[config.mk]
export PLATFORM = sky130hd
export DESIGN_NAME = pid_rate_axis_with_d_filter
export DESIGN_NICKNAME = d
export VERILOG_FILES = /design/src/sv/pidr_pkg.sv /design/src/sv/pid_rate_axis_with_d_filter.sv /design/src/sv/pidr_cfg.sv /design/src/sv/pidr_mul.sv
export VERILOG_INCLUDE_DIRS = /design/src /design/src/sv
export SDC_FILE = /design/constraint.sdc
export NUM_CORES = 2
export LEC_CHECK = 0
export ABC_AREA = 1
export BUFFER_PORTS_ARGS = -buffer_cell sky130_fd_sc_hd__buf_2
export CORE_ASPECT_RATIO = 1.1
export CORE_UTILIZATION = 40
export DETAILED_ROUTE_END_ITERATION = 7
export HOLD_SLACK_MARGIN = 0.1
export PLACE_DENSITY = 0.59
export SETUP_SLACK_MARGIN = 0.02
export SLEW_MARGIN = 10
export SYNTH_ARGS = -nofsm -noshare
export SYNTH_HDL_FRONTEND = slang
export SYNTH_HIERARCHICAL = 1
export SYNTH_SLANG_ARGS = --single-unit
[constraint.sdc]
create_clock -name clk_i -period 3.95 [get_ports clk_i]
set_input_delay 0.395 -clock clk_i [delete_from_list [all_inputs] [get_ports clk_i]]
set_output_delay 0.395 -clock clk_i [all_outputs]
set_load 0.05 [all_outputs]
[src/sv/pid_rate_axis_with_d_filter_assert.svh]
// Assertion helpers used by the top-level RTL file.
`ifndef PID_RATE_AXIS_WITH_D_FILTER_ASSERT_SVH
`define PID_RATE_AXIS_WITH_D_FILTER_ASSERT_SVH

// Plain property, checked on every rising edge outside reset.
`define PIDR_ASSERT(lbl, clk, rst_n, prop, msg) \
  lbl: assert property (@(posedge clk) disable iff (!rst_n) prop) \
    else $error(msg);

// Antecedent in one cycle implies consequent in the next.
`define PIDR_ASSERT_NEXT(lbl, clk, rst_n, ante, cons, msg) \
  lbl: assert property (@(posedge clk) disable iff (!rst_n) (ante) |=> (cons)) \
    else $error(msg);

`endif

[src/sv/pidr_pkg.sv]
`timescale 1ns / 1ps
`default_nettype none

package pidr_pkg;

  localparam int GAIN_W      = 24;
  localparam int COEFF_W     = 17;
  localparam int LIMIT_W     = 15;
  localparam int CFG_DATA_W  = 24;
  localparam int CFG_IDX_W   = 3;
  localparam int FILT_W      = 32;
  localparam int SMOOTH_FRAC = 16;
  localparam int DIGIT_W     = 4;

  localparam logic [COEFF_W-1:0] COEFF_ONE = 17'h10000;
  localparam logic [LIMIT_W-1:0] LIMIT_RST = 15'd6400;

  localparam logic [CFG_IDX_W-1:0] REG_PROP_GAIN   = 3'd0;
  localparam logic [CFG_IDX_W-1:0] REG_INTEG_GAIN  = 3'd1;
  localparam logic [CFG_IDX_W-1:0] REG_DERIV_GAIN  = 3'd2;
  localparam logic [CFG_IDX_W-1:0] REG_DERIV_SMOOTH = 3'd3;
  localparam logic [CFG_IDX_W-1:0] REG_DRIVE_LIMIT = 3'd4;

  typedef struct packed {
    logic [GAIN_W-1:0]  prop_gain;
    logic [GAIN_W-1:0]  integ_gain;
    logic [GAIN_W-1:0]  deriv_gain;
    logic [COEFF_W-1:0] coeff;
    logic [LIMIT_W-1:0] limit;
  } cfg_t;

  typedef struct packed {
    logic busy;
    logic done;
  } mul_sts_t;

endpackage

`default_nettype wire

[src/sv/pid_rate_axis_with_d_filter.sv]
// One axis of a rate PID controller with clamped integral and a low-pass
// filtered derivative on the measurement.
// Input channel: in_valid_i / in_stall_o with measured_rate_i, target_rate_i
// and clear_state_i. Output channel: out_valid_o / out_stall_i with drive_o.
// A transaction moves on a rising edge with valid high and stall low.
// Gains, smoothing and limit are written through cfg_we_i / cfg_idx_i /
// cfg_data_i; the user must write them only while the block is idle, which
// the block itself does not enforce. For a normal item, four products run
// through one shared multiplier that consumes 4 multiplier bits per cycle,
// with the add, clamp and saturate steps between them.
// One item is in flight at a time; the next can be taken in the cycle after
// the result is registered.
// A clear item zeroes the loop state and goes straight to S_OUT, which
// registers drive 0.
// A stalled result holds in the output register; the next item is accepted
// meanwhile and its result waits until the previous one is taken.
// Reset clears the loop state, the handshake and the registers to defaults.
`timescale 1ns / 1ps
`default_nettype none
`include "pid_rate_axis_with_d_filter_assert.svh"

module pid_rate_axis_with_d_filter #(
  parameter int DATA_WIDTH     = 16,
  parameter int GAIN_FRAC_BITS = 16
) (
  input  wire logic                                  clk_i,
  input  wire logic                                  rst_ni,
  input  wire logic                                  in_valid_i,
  output logic                                       in_stall_o,
  input  wire logic signed [DATA_WIDTH-1:0]          measured_rate_i,
  input  wire logic signed [DATA_WIDTH-1:0]          target_rate_i,
  input  wire logic                                  clear_state_i,
  output logic                                       out_valid_o,
  input  wire logic                                  out_stall_i,
  output logic signed [DATA_WIDTH-1:0]               drive_o,
  input  wire logic                                  cfg_we_i,
  input  wire logic [pidr_pkg::CFG_IDX_W-1:0]        cfg_idx_i,
  input  wire logic [pidr_pkg::CFG_DATA_W-1:0]       cfg_data_i
);

  localparam int FW      = pidr_pkg::FILT_W;
  localparam int ERR_W   = DATA_WIDTH + 1;
  localparam int MCAND_W = ((DATA_WIDTH > FW) ? DATA_WIDTH : FW) + 2;
  localparam int PROD_W  = MCAND_W + pidr_pkg::DIGIT_W + pidr_pkg::GAIN_W + 1;

  localparam logic signed [PROD_W-1:0] FILT_MAX = PROD_W'({1'b0, {(FW - 1){1'b1}}});
  localparam logic signed [PROD_W-1:0] FILT_MIN = ~FILT_MAX;

  typedef enum logic [3:0] {
    S_IDLE, S_INT_MUL, S_INT_ADD, S_INT_CLAMP, S_DIFF, S_FILT_MUL, S_FILT_ADD,
    S_FILT_SAT, S_PROP_MUL, S_PROP_ADD, S_DER_MUL, S_DER_ADD, S_OUT_CLAMP, S_OUT
  } state_e;

  pidr_pkg::cfg_t     cfg;
  pidr_pkg::mul_sts_t mul_sts;

  state_e                         state_q;
  logic                           start_q, out_valid_q;
  logic signed [DATA_WIDTH-1:0]   integ_q, prev_q, drive_q;
  logic signed [FW-1:0]           filt_q;
  logic signed [ERR_W-1:0]        err_q, raw_q;
  logic signed [MCAND_W-1:0]      diff_q;
  logic signed [PROD_W-1:0]       sum_q;

  logic signed [ERR_W-1:0]        err_d, raw_d;
  logic signed [MCAND_W-1:0]      mul_mcand;
  logic [pidr_pkg::GAIN_W-1:0]    mul_mplier;
  logic signed [PROD_W-1:0]       prod, res_gain, res_smooth, lim_s, clamp_val;
  logic                           in_mul, in_acc;

  pidr_cfg #(
    .DATA_WIDTH(DATA_WIDTH)
  ) u_cfg (
    .clk_i      (clk_i),
    .rst_ni     (rst_ni),
    .cfg_we_i   (cfg_we_i),
    .cfg_idx_i  (cfg_idx_i),
    .cfg_data_i (cfg_data_i),
    .cfg_o      (cfg)
  );

  pidr_mul #(
    .MCAND_W(MCAND_W)
  ) u_mul (
    .clk_i    (clk_i),
    .rst_ni   (rst_ni),
    .start_i  (start_q),
    .mcand_i  (mul_mcand),
    .mplier_i (mul_mplier),
    .sts_o    (mul_sts),
    .prod_o   (prod)
  );

  always_comb begin
    in_acc = in_valid_i && (state_q == S_IDLE);
    err_d  = ERR_W'(measured_rate_i) - ERR_W'(target_rate_i);
    raw_d  = ERR_W'(prev_q) - ERR_W'(measured_rate_i);
    in_mul = (state_q == S_INT_MUL) || (state_q == S_FILT_MUL) ||
             (state_q == S_PROP_MUL) || (state_q == S_DER_MUL);

    unique case (state_q)
      S_INT_MUL: begin
        mul_mcand  = MCAND_W'(err_q);
        mul_mplier = cfg.integ_gain;
      end
      S_FILT_MUL: begin
        mul_mcand  = diff_q;
        mul_mplier = pidr_pkg::GAIN_W'(cfg.coeff);
      end
      S_PROP_MUL: begin
        mul_mcand  = MCAND_W'(err_q);
        mul_mplier = cfg.prop_gain;
      end
      S_DER_MUL: begin
        mul_mcand  = MCAND_W'(filt_q);
        mul_mplier = cfg.deriv_gain;
      end
      default: begin
        mul_mcand  = '0;
        mul_mplier = '0;
      end
    endcase

    res_gain   = prod >>> GAIN_FRAC_BITS;
    res_smooth = prod >>> pidr_pkg::SMOOTH_FRAC;
    lim_s      = PROD_W'({1'b0, cfg.limit});
    if (sum_q > lim_s) begin
      clamp_val = lim_s;
    end else if (sum_q < -lim_s) begin
      clamp_val = -lim_s;
    end else begin
      clamp_val = sum_q;
    end
  end

  always_ff @(posedge clk_i or negedge rst_ni) begin
    if (!rst_ni) begin
      state_q     <= S_IDLE;
      start_q     <= 1'b0;
      out_valid_q <= 1'b0;
      integ_q     <= '0;
      prev_q      <= '0;
      filt_q      <= '0;
      drive_q     <= '0;
      err_q       <= '0;
      raw_q       <= '0;
      diff_q      <= '0;
      sum_q       <= '0;
    end else begin
      start_q <= 1'b0;
      if (out_valid_q && !out_stall_i && (state_q != S_OUT)) begin
        out_valid_q <= 1'b0;
      end
      unique case (state_q)
        S_IDLE: begin
          if (in_acc) begin
            if (clear_state_i) begin
              integ_q <= '0;
              prev_q  <= '0;
              filt_q  <= '0;
              sum_q   <= '0;
              state_q <= S_OUT;
            end else begin
              err_q   <= err_d;
              raw_q   <= raw_d;
              prev_q  <= measured_rate_i;
              start_q <= 1'b1;
              state_q <= S_INT_MUL;
            end
          end
        end
        S_INT_MUL: begin
          if (mul_sts.done) state_q <= S_INT_ADD;
        end
        S_INT_ADD: begin
          sum_q   <= PROD_W'(integ_q) + res_gain;
          state_q <= S_INT_CLAMP;
        end
        S_INT_CLAMP: begin
          integ_q <= clamp_val[DATA_WIDTH-1:0];
          state_q <= S_DIFF;
        end
        S_DIFF: begin
          diff_q  <= MCAND_W'(raw_q) - MCAND_W'(filt_q);
          start_q <= 1'b1;
          state_q <= S_FILT_MUL;
        end
        S_FILT_MUL: begin
          if (mul_sts.done) state_q <= S_FILT_ADD;
        end
        S_FILT_ADD: begin
          sum_q   <= PROD_W'(filt_q) + res_smooth;
          state_q <= S_FILT_SAT;
        end
        S_FILT_SAT: begin
          if (sum_q > FILT_MAX) begin
            filt_q <= FILT_MAX[FW-1:0];
          end else if (sum_q < FILT_MIN) begin
            filt_q <= FILT_MIN[FW-1:0];
          end else begin
            filt_q <= sum_q[FW-1:0];
          end
          start_q <= 1'b1;
          state_q <= S_PROP_MUL;
        end
        S_PROP_MUL: begin
          if (mul_sts.done) state_q <= S_PROP_ADD;
        end
        S_PROP_ADD: begin
          sum_q   <= PROD_W'(integ_q) + res_gain;
          start_q <= 1'b1;
          state_q <= S_DER_MUL;
        end
        S_DER_MUL: begin
          if (mul_sts.done) state_q <= S_DER_ADD;
        end
        S_DER_ADD: begin
          sum_q   <= sum_q + res_gain;
          state_q <= S_OUT_CLAMP;
        end
        S_OUT_CLAMP: begin
          sum_q   <= clamp_val;
          state_q <= S_OUT;
        end
        S_OUT: begin
          if (!out_valid_q || !out_stall_i) begin
            drive_q     <= sum_q[DATA_WIDTH-1:0];
            out_valid_q <= 1'b1;
            state_q     <= S_IDLE;
          end
        end
        default: state_q <= S_IDLE;
      endcase
    end
  end

  assign in_stall_o  = (state_q != S_IDLE);
  assign out_valid_o = out_valid_q;
  assign drive_o     = drive_q;

  `PIDR_ASSERT(a_mul_busy_in_seq, clk_i, rst_ni, mul_sts.busy |-> in_mul, "mul busy when idle")
  `PIDR_ASSERT(a_mul_done_in_seq, clk_i, rst_ni, mul_sts.done |-> in_mul, "mul done when idle")
  `PIDR_ASSERT_NEXT(a_accept_starts, clk_i, rst_ni, in_acc, state_q != S_IDLE, "idle after accept")
  `PIDR_ASSERT_NEXT(a_rise_src, clk_i, rst_ni, state_q != S_OUT, !$rose(out_valid_o), "bad rise")

endmodule

`default_nettype wire

[src/sv/pidr_cfg.sv]
`timescale 1ns / 1ps
`default_nettype none

module pidr_cfg #(
  parameter int DATA_WIDTH = 16
) (
  input  wire logic                             clk_i,
  input  wire logic                             rst_ni,
  input  wire logic                             cfg_we_i,
  input  wire logic [pidr_pkg::CFG_IDX_W-1:0]   cfg_idx_i,
  input  wire logic [pidr_pkg::CFG_DATA_W-1:0]  cfg_data_i,
  output pidr_pkg::cfg_t                        cfg_o
);

  localparam int unsigned LIM_CAP = (DATA_WIDTH - 1 < pidr_pkg::LIMIT_W) ?
      ((32'd1 << (DATA_WIDTH - 1)) - 32'd1) : ((32'd1 << pidr_pkg::LIMIT_W) - 32'd1);
  localparam logic [pidr_pkg::LIMIT_W-1:0] LIM_MAX = pidr_pkg::LIMIT_W'(LIM_CAP);

  logic [pidr_pkg::GAIN_W-1:0]  prop_q, integ_q, deriv_q;
  logic [pidr_pkg::COEFF_W-1:0] coeff_q;
  logic [pidr_pkg::LIMIT_W-1:0] limit_q;

  always_ff @(posedge clk_i or negedge rst_ni) begin
    if (!rst_ni) begin
      prop_q  <= '0;
      integ_q <= '0;
      deriv_q <= '0;
      coeff_q <= pidr_pkg::COEFF_ONE;
      limit_q <= pidr_pkg::LIMIT_RST;
    end else if (cfg_we_i) begin
      unique case (cfg_idx_i)
        pidr_pkg::REG_PROP_GAIN:    prop_q  <= cfg_data_i;
        pidr_pkg::REG_INTEG_GAIN:   integ_q <= cfg_data_i;
        pidr_pkg::REG_DERIV_GAIN:   deriv_q <= cfg_data_i;
        pidr_pkg::REG_DERIV_SMOOTH: coeff_q <= cfg_data_i[pidr_pkg::COEFF_W-1:0];
        pidr_pkg::REG_DRIVE_LIMIT:  limit_q <= cfg_data_i[pidr_pkg::LIMIT_W-1:0];
        default: ;
      endcase
    end
  end

  always_comb begin
    cfg_o.prop_gain  = prop_q;
    cfg_o.integ_gain = integ_q;
    cfg_o.deriv_gain = deriv_q;
    cfg_o.coeff      = (coeff_q > pidr_pkg::COEFF_ONE) ? pidr_pkg::COEFF_ONE : coeff_q;
    cfg_o.limit      = (limit_q > LIM_MAX) ? LIM_MAX : limit_q;
  end

endmodule

`default_nettype wire

[src/sv/pidr_mul.sv]
`timescale 1ns / 1ps
`default_nettype none

// Digit-serial signed x unsigned multiplier, one multiplier digit per cycle.
module pidr_mul #(
  parameter int MCAND_W = 34
) (
  input  wire logic                                  clk_i,
  input  wire logic                                  rst_ni,
  input  wire logic                                  start_i,
  input  wire logic signed [MCAND_W-1:0]             mcand_i,
  input  wire logic        [pidr_pkg::GAIN_W-1:0]    mplier_i,
  output pidr_pkg::mul_sts_t                         sts_o,
  output logic signed [MCAND_W+pidr_pkg::DIGIT_W+pidr_pkg::GAIN_W:0] prod_o
);

  localparam int DW    = pidr_pkg::DIGIT_W;
  localparam int MW    = pidr_pkg::GAIN_W;
  localparam int STEPS = MW / DW;
  localparam int CNT_W = $clog2(STEPS);
  localparam int HI_W  = MCAND_W + DW + 1;

  logic signed [MCAND_W-1:0] mcand_q;
  logic signed [HI_W-1:0]    hi_q;
  logic        [MW-1:0]      lo_q;
  logic        [CNT_W-1:0]   cnt_q;
  logic                      busy_q, done_q;

  logic signed [HI_W-1:0] partial, sum;

  always_comb begin
    partial = HI_W'(mcand_q) * HI_W'($signed({1'b0, lo_q[DW-1:0]}));
    sum     = hi_q + partial;
  end

  always_ff @(posedge clk_i or negedge rst_ni) begin
    if (!rst_ni) begin
      mcand_q <= '0;
      hi_q    <= '0;
      lo_q    <= '0;
      cnt_q   <= '0;
      busy_q  <= 1'b0;
      done_q  <= 1'b0;
    end else begin
      done_q <= 1'b0;
      if (start_i) begin
        mcand_q <= mcand_i;
        hi_q    <= '0;
        lo_q    <= mplier_i;
        cnt_q   <= '0;
        busy_q  <= 1'b1;
      end else if (busy_q) begin
        hi_q  <= sum >>> DW;
        lo_q  <= {sum[DW-1:0], lo_q[MW-1:DW]};
        cnt_q <= cnt_q + CNT_W'(1);
        if (cnt_q == CNT_W'(STEPS - 1)) begin
          busy_q <= 1'b0;
          done_q <= 1'b1;
        end
      end
    end
  end

  assign sts_o.busy = busy_q;
  assign sts_o.done = done_q;
  assign prod_o     = {hi_q, lo_q};

endmodule

`default_nettype wire

# ---- Yosys cells after proc, flatten, opt, wreduce, memory -nomap -nowiden
# Cells that the tools add are included.
dict set report word_totals {
  regBits 423
  out_inout_bits 18
  elab_cells 140
}
dict set report op_classes {
  n_addsub 9
  mul 1
  magnitude_cmp 6
  n_eq_ne 27
  mux 44
  bitwise 1
  reduce_logical 29
}
# operator count
set ops {}
lappend ops {{63-bit one-hot mux with 5 select lines} 1}
lappend ops {{63-bit two-way mux} 4}
lappend ops {{32-bit two-way mux} 4}
lappend ops {{34-bit one-hot mux with 3 select lines} 1}
lappend ops {{24-bit one-hot mux with 4 select lines} 1}
lappend ops {{39-bit two-way mux} 2}
lappend ops {{32-bit one-hot mux with 2 select lines} 1}
lappend ops {{63-bit by 47-bit adder with 63-bit output} 1}
lappend ops {{63-bit by 16-bit greater-than comparator with 1-bit output} 1}
lappend ops {{63-bit by 32-bit greater-than comparator with 1-bit output, second input constant} 1}
lappend ops {{63-bit by 32-bit less-than comparator with 1-bit output, second input constant} 1}
lappend ops {{63-bit less-than comparator} 1}
lappend ops {{15-bit negation with 63-bit output} 1}
lappend ops {{4-bit one-hot mux with 14 select lines} 1}
lappend ops {{16-bit by 47-bit adder with 48-bit output} 1}
lappend ops {{32-bit by 47-bit adder with 48-bit output} 1}
lappend ops {{16-bit two-way mux} 3}
lappend ops {{24-bit two-way mux} 2}
lappend ops {{39-bit adder} 1}
lappend ops {{34-bit by 5-bit multiplier with 39-bit output} 1}
lappend ops {{16-bit by 16-bit subtractor with 17-bit output} 2}
lappend ops {{17-bit by 32-bit subtractor with 33-bit output} 1}
lappend ops {{16-bit one-hot mux with 2 select lines} 1}
lappend ops {{4-bit two-way mux} 7}
lappend ops {{34 further kinds} 76}

# ---- Longest topological paths before layout
dict set report logic_depth {
  ltp_word 7
  mapped_depth 32
}

# ---- Modules after synthesis
# The synthesis kept the hierarchy.
# module n_inst cells_each area_per_inst_um2 seq_area_each_um2
set by_module_without_submodules {}
lappend by_module_without_submodules {pid_rate_axis_with_d_filter 1 4171 26082.5 5405.2}
lappend by_module_without_submodules {pidr_mul 1 1488 10537.6 2452.4}
lappend by_module_without_submodules {pidr_cfg 1 431 4121.5 2607.5}

# ---- Least setup slack after synthesis
# OpenSTA, ideal clock, no wires.
dict set report synth_timing {
  path_kind {register to register}
  startpoint {register u_mul.lo_q[1]}
  endpoint {register u_mul.hi_q[21]}
  setup_time_ps 117
  t_arrival_ps 3710
  t_required_ps 3833
  setup_slack_ps 123
  path_stages_with_launch 20
  n_path_buf 2
  cell_sequence {dfrtp_1 > clkbuf_1 > clkbuf_1 > nand2_1 > fa_1 > inv_1 > fa_1 > inv_1 > fa_1 > inv_1 > ha_1 > a21oi_1 > and2_1 > nor2_1 > nor2_1 > nand2_2 > nand2_1 > nand3b_1 > nand3_1 > nand2_1}
}
dict set report synth_between {
  elab_chain_len 4
}
# item line
set synth_lines {}
lappend synth_lines {{start: declaration} pidr_mul.sv:25} ;# logic [MW-1:0] lo_q;
lappend synth_lines {{start signal: assignment} pidr_mul.sv:49} ;# lo_q <= mplier_i;
lappend synth_lines {{start signal: assignment} pidr_mul.sv:54} ;# lo_q <= {sum[DW-1:0], lo_q[MW-1:DW]};
lappend synth_lines {{34-bit by 5-bit multiplier with 39-bit output} pidr_mul.sv:32} ;# partial = HI_W'(mcand_q) * HI_W'($signed({1'b0, lo_q[DW-1:0]}));
lappend synth_lines {{39-bit adder} pidr_mul.sv:33} ;# sum = hi_q + partial;
lappend synth_lines {{39-bit two-way mux} pidr_mul.sv:52} ;# end else if (busy_q) begin
lappend synth_lines {{39-bit two-way mux} pidr_mul.sv:46} ;# if (start_i) begin
lappend synth_lines {{end signal: assignment} pidr_mul.sv:53} ;# hi_q <= sum >>> DW;
lappend synth_lines {{end: declaration} pidr_mul.sv:24} ;# logic signed [HI_W-1:0] hi_q;
# Every way passes these cells. The select of a mux whose other input is x is not followed.
# A chain may end at the register's enable or synchronous reset.

# ---- Final worst setup path
dict set report layout_timing {
  startpoint {register u_mul.lo_q[1]}
  endpoint {register u_mul.hi_q[19]}
}
# Same word-level chain as after synthesis.

==> flow_summary.json <==
{
  "status": "finished, violations left",
  "violations": "negative setup slack",
  "yosysWarningCount": 6,
  "p_total_uw": 30810,
  "max_freq_ghz": 0.2519,
  "clk_latency_ns": 0.66,
  "drt_iter0_markers": 3119,
  "fin_hold_ws_ns": 0.1144,
  "fin_cells": 7613,
  "clock-sinks": 418,
  "finalSetupViolations": 1,
  "chipWidth_um": 306.3,
  "dr_total_vias": 40970,
  "core_area_sq_um": 100700,
  "diodes": 0,
  "critPathLaunchType": "flip-flop",
  "layout.nets": 6817,
  "grt_antenna_before_repair": 3,
  "drc_errors": 0,
  "critPathKind": "flip-flop to flip-flop",
  "filler_cell_count": 10450,
  "powerDensity_nw_per_um2": 654.1,
  "die-height_um": 336.7,
  "place.gp.congestion": 0.9943,
  "stdcell_area_sq_um": 47100,
  "worstHoldPathType": "primary input to flip-flop",
  "first_global_vias": 38880,
  "slew_violations": 0,
  "grt_max_degree": 94,
  "skew_ns": 0.05096,
  "syn-instance-count": 6089,
  "wirelength_mm": 150.1,
  "ios": 83,
  "worstPathRequired_ns": 4.47,
  "p_leak_uw": 0.02488,
  "worstMarginPinSlew_ns": 1.090,
  "firstDrtPassIters": 6,
  "ir_drop_v": 0.0003252,
  "grt_overflow": 0,
  "cts.clk_slew.worst_paths_ns": 0.07,
  "tritoncts": "done",
  "root_buffer": "clkbuf_16",
  "drtAntennaViolNets": 0,
  "rows": 122,
  "slew_headroom": 0.2715,
  "avgSynthCellArea_sq_um": 6.690,
  "fin_crit_sh": 1.005,
  "setup_slack_ns": -0.02062,
  "cp_max_fo": 8,
  "hold_viol": 0,
  "viasPerCell": 5.382,
  "grt_pass1_wl_mm": 226.1,
  "cts_made_buffers": 51,
  "worst-endpoint-arrival_ns": 4.49,
  "synth_fp_nets": 6631,
  "grtUsageTotal": 0.2823,
  "dp.cells": 7460,
  "port_buffers": 82,
  "wl_per_cell_um": 19.72,
  "die_area_sq_um": 103100,
  "end_kind": "flip-flop",
  "rsz0062_at_grt": "true",
  "place_area_sq_um": 43320,
  "finalCriticalPeriod_ns": 3.971,
  "cts_max_path_buffers": 3,
  "areaGrowthSynthToFinish_pct": 15.64,
  "post-dp-hpwl_mm": 119.0,
  "syn_area_sq_um": 40730,
  "layout-drive-gt1-share": 0.1166,
  "start_util": 0.4043,
  "max_cap_viol_count": 0,
  "h-tree-depth": 2
}
## where the power goes
part	switching (uW)	internal, uW
clock network	2080	3080
logic	11900	6360
registers	1620	5750
## worst max-delay path: stages (launching register included)
cell,delay (ns)
dfrtp_2,0.56
clkbuf_16,0.25
nand2_2,0.06
fa_1,0.48
inv_1,0.05
fa_1,0.47
inv_1,0.06
fa_1,0.55
inv_2,0.05
ha_4,0.31
nand2_4,0.08
nor2_2,0.16
nand3_2,0.12
nand3_4,0.15
nand2_2,0.08
nand2_4,0.09
nand2_2,0.07
nand2_1,0.09
nand2_1,0.06
nand3_1,0.07
nand2_1,0.06
## flip-flops by register name (all words and copies together) (netlist names), 16 cells and up
name and count:
sum_q 63, u_mul/hi_q 35, u_mul/mcand_q 34, diff_q 33, filt_q 32, u_cfg/deriv_q 24
u_cfg/integ_q 24, u_cfg/prop_q 24, u_mul/lo_q 24, err_q 17, raw_q 17, u_cfg/coeff_q 17
drive_o 16, integ_q 16, prev_q 16
## cell type report
type / instances / area [sq um] / area share
clock inverter: 20 / 325.3 / 0.006906
timing repair buffer: 297 / 2397 / 0.05089
clock buffer: 69 / 1474 / 0.03129
multi-input combinational: 4517 / 27090 / 0.5752
tap: 1302 / 1629 / 0.03458
inverter: 990 / 3716 / 0.07889
sequential: 418 / 10470 / 0.2222
## layout by cell type, fill, tap and decap left out, types with 83 or more instances in the layout
master	n
a21oi_1	429
buf_4	161
dfrtp_1	412
fa_1	108
ha_1	332
inv_1	942
nand2_1	1527
nand2_2	83
nand3_1	261
nor2_1	481
o21ai_0	487
## per-stage QoR
step           setup TNS (ns)  setup slack [ns]    util
2_1_floorplan               0            0.1228       -
3_3_place_gp                0           0.05541  0.4300
3_5_place_dp                0           0.01715  0.4300
4_1_cts                     0           0.02463  0.4510
5_1_grt               -0.7907           -0.1160  0.4675
6_report             -0.02062          -0.02062  0.4675
## metal layers
| metal | up-vias | track usage | share of wire |
|---|---|---|---|
| li1 | 20230 | - | - |
| met1 | 19290 | 0.3732 | 0.44 |
| met2 | 1183 | 0.4826 | 0.47 |
| met3 | 271 | 0.02766 | 0.052 |
| met4 | 0 | 0.09266 | 0.038 |
| met5 | - | 0 | 0 |
## worst paths after layout
path	startpoint	endpoint	slack [ns]	cells after the start
max	u_mul/lo_q[1]	u_mul/hi_q[19]	-0.02	20
min	measured_rate_i[3]	prev_q[3]	0.11	3
max reg2reg	u_mul/lo_q[1]	u_mul/hi_q[19]	-0.02	20
min reg2reg	u_mul/done_q	state_q[1]	0.47	1
max in group asynchronous	rst_ni	u_cfg/deriv_q[20]	2.57	3
min in group asynchronous	rst_ni	u_cfg/coeff_q[12]	0.36	2
## timing repair
| action | CTS | global route |
|---|---|---|
| pin swaps | 0 | 114 |
| gates cloned | 0 | 8 |
| buffers inserted | 0 | 25 |
| hold buffers | 31 | 0 |
| hold endpoints to repair | 138 | 0 |
| setup endpoints to repair | 2 | 103 |
| resized for setup | 2 | 341 |
Note: power is estimated with default switching activity, not from simulation.
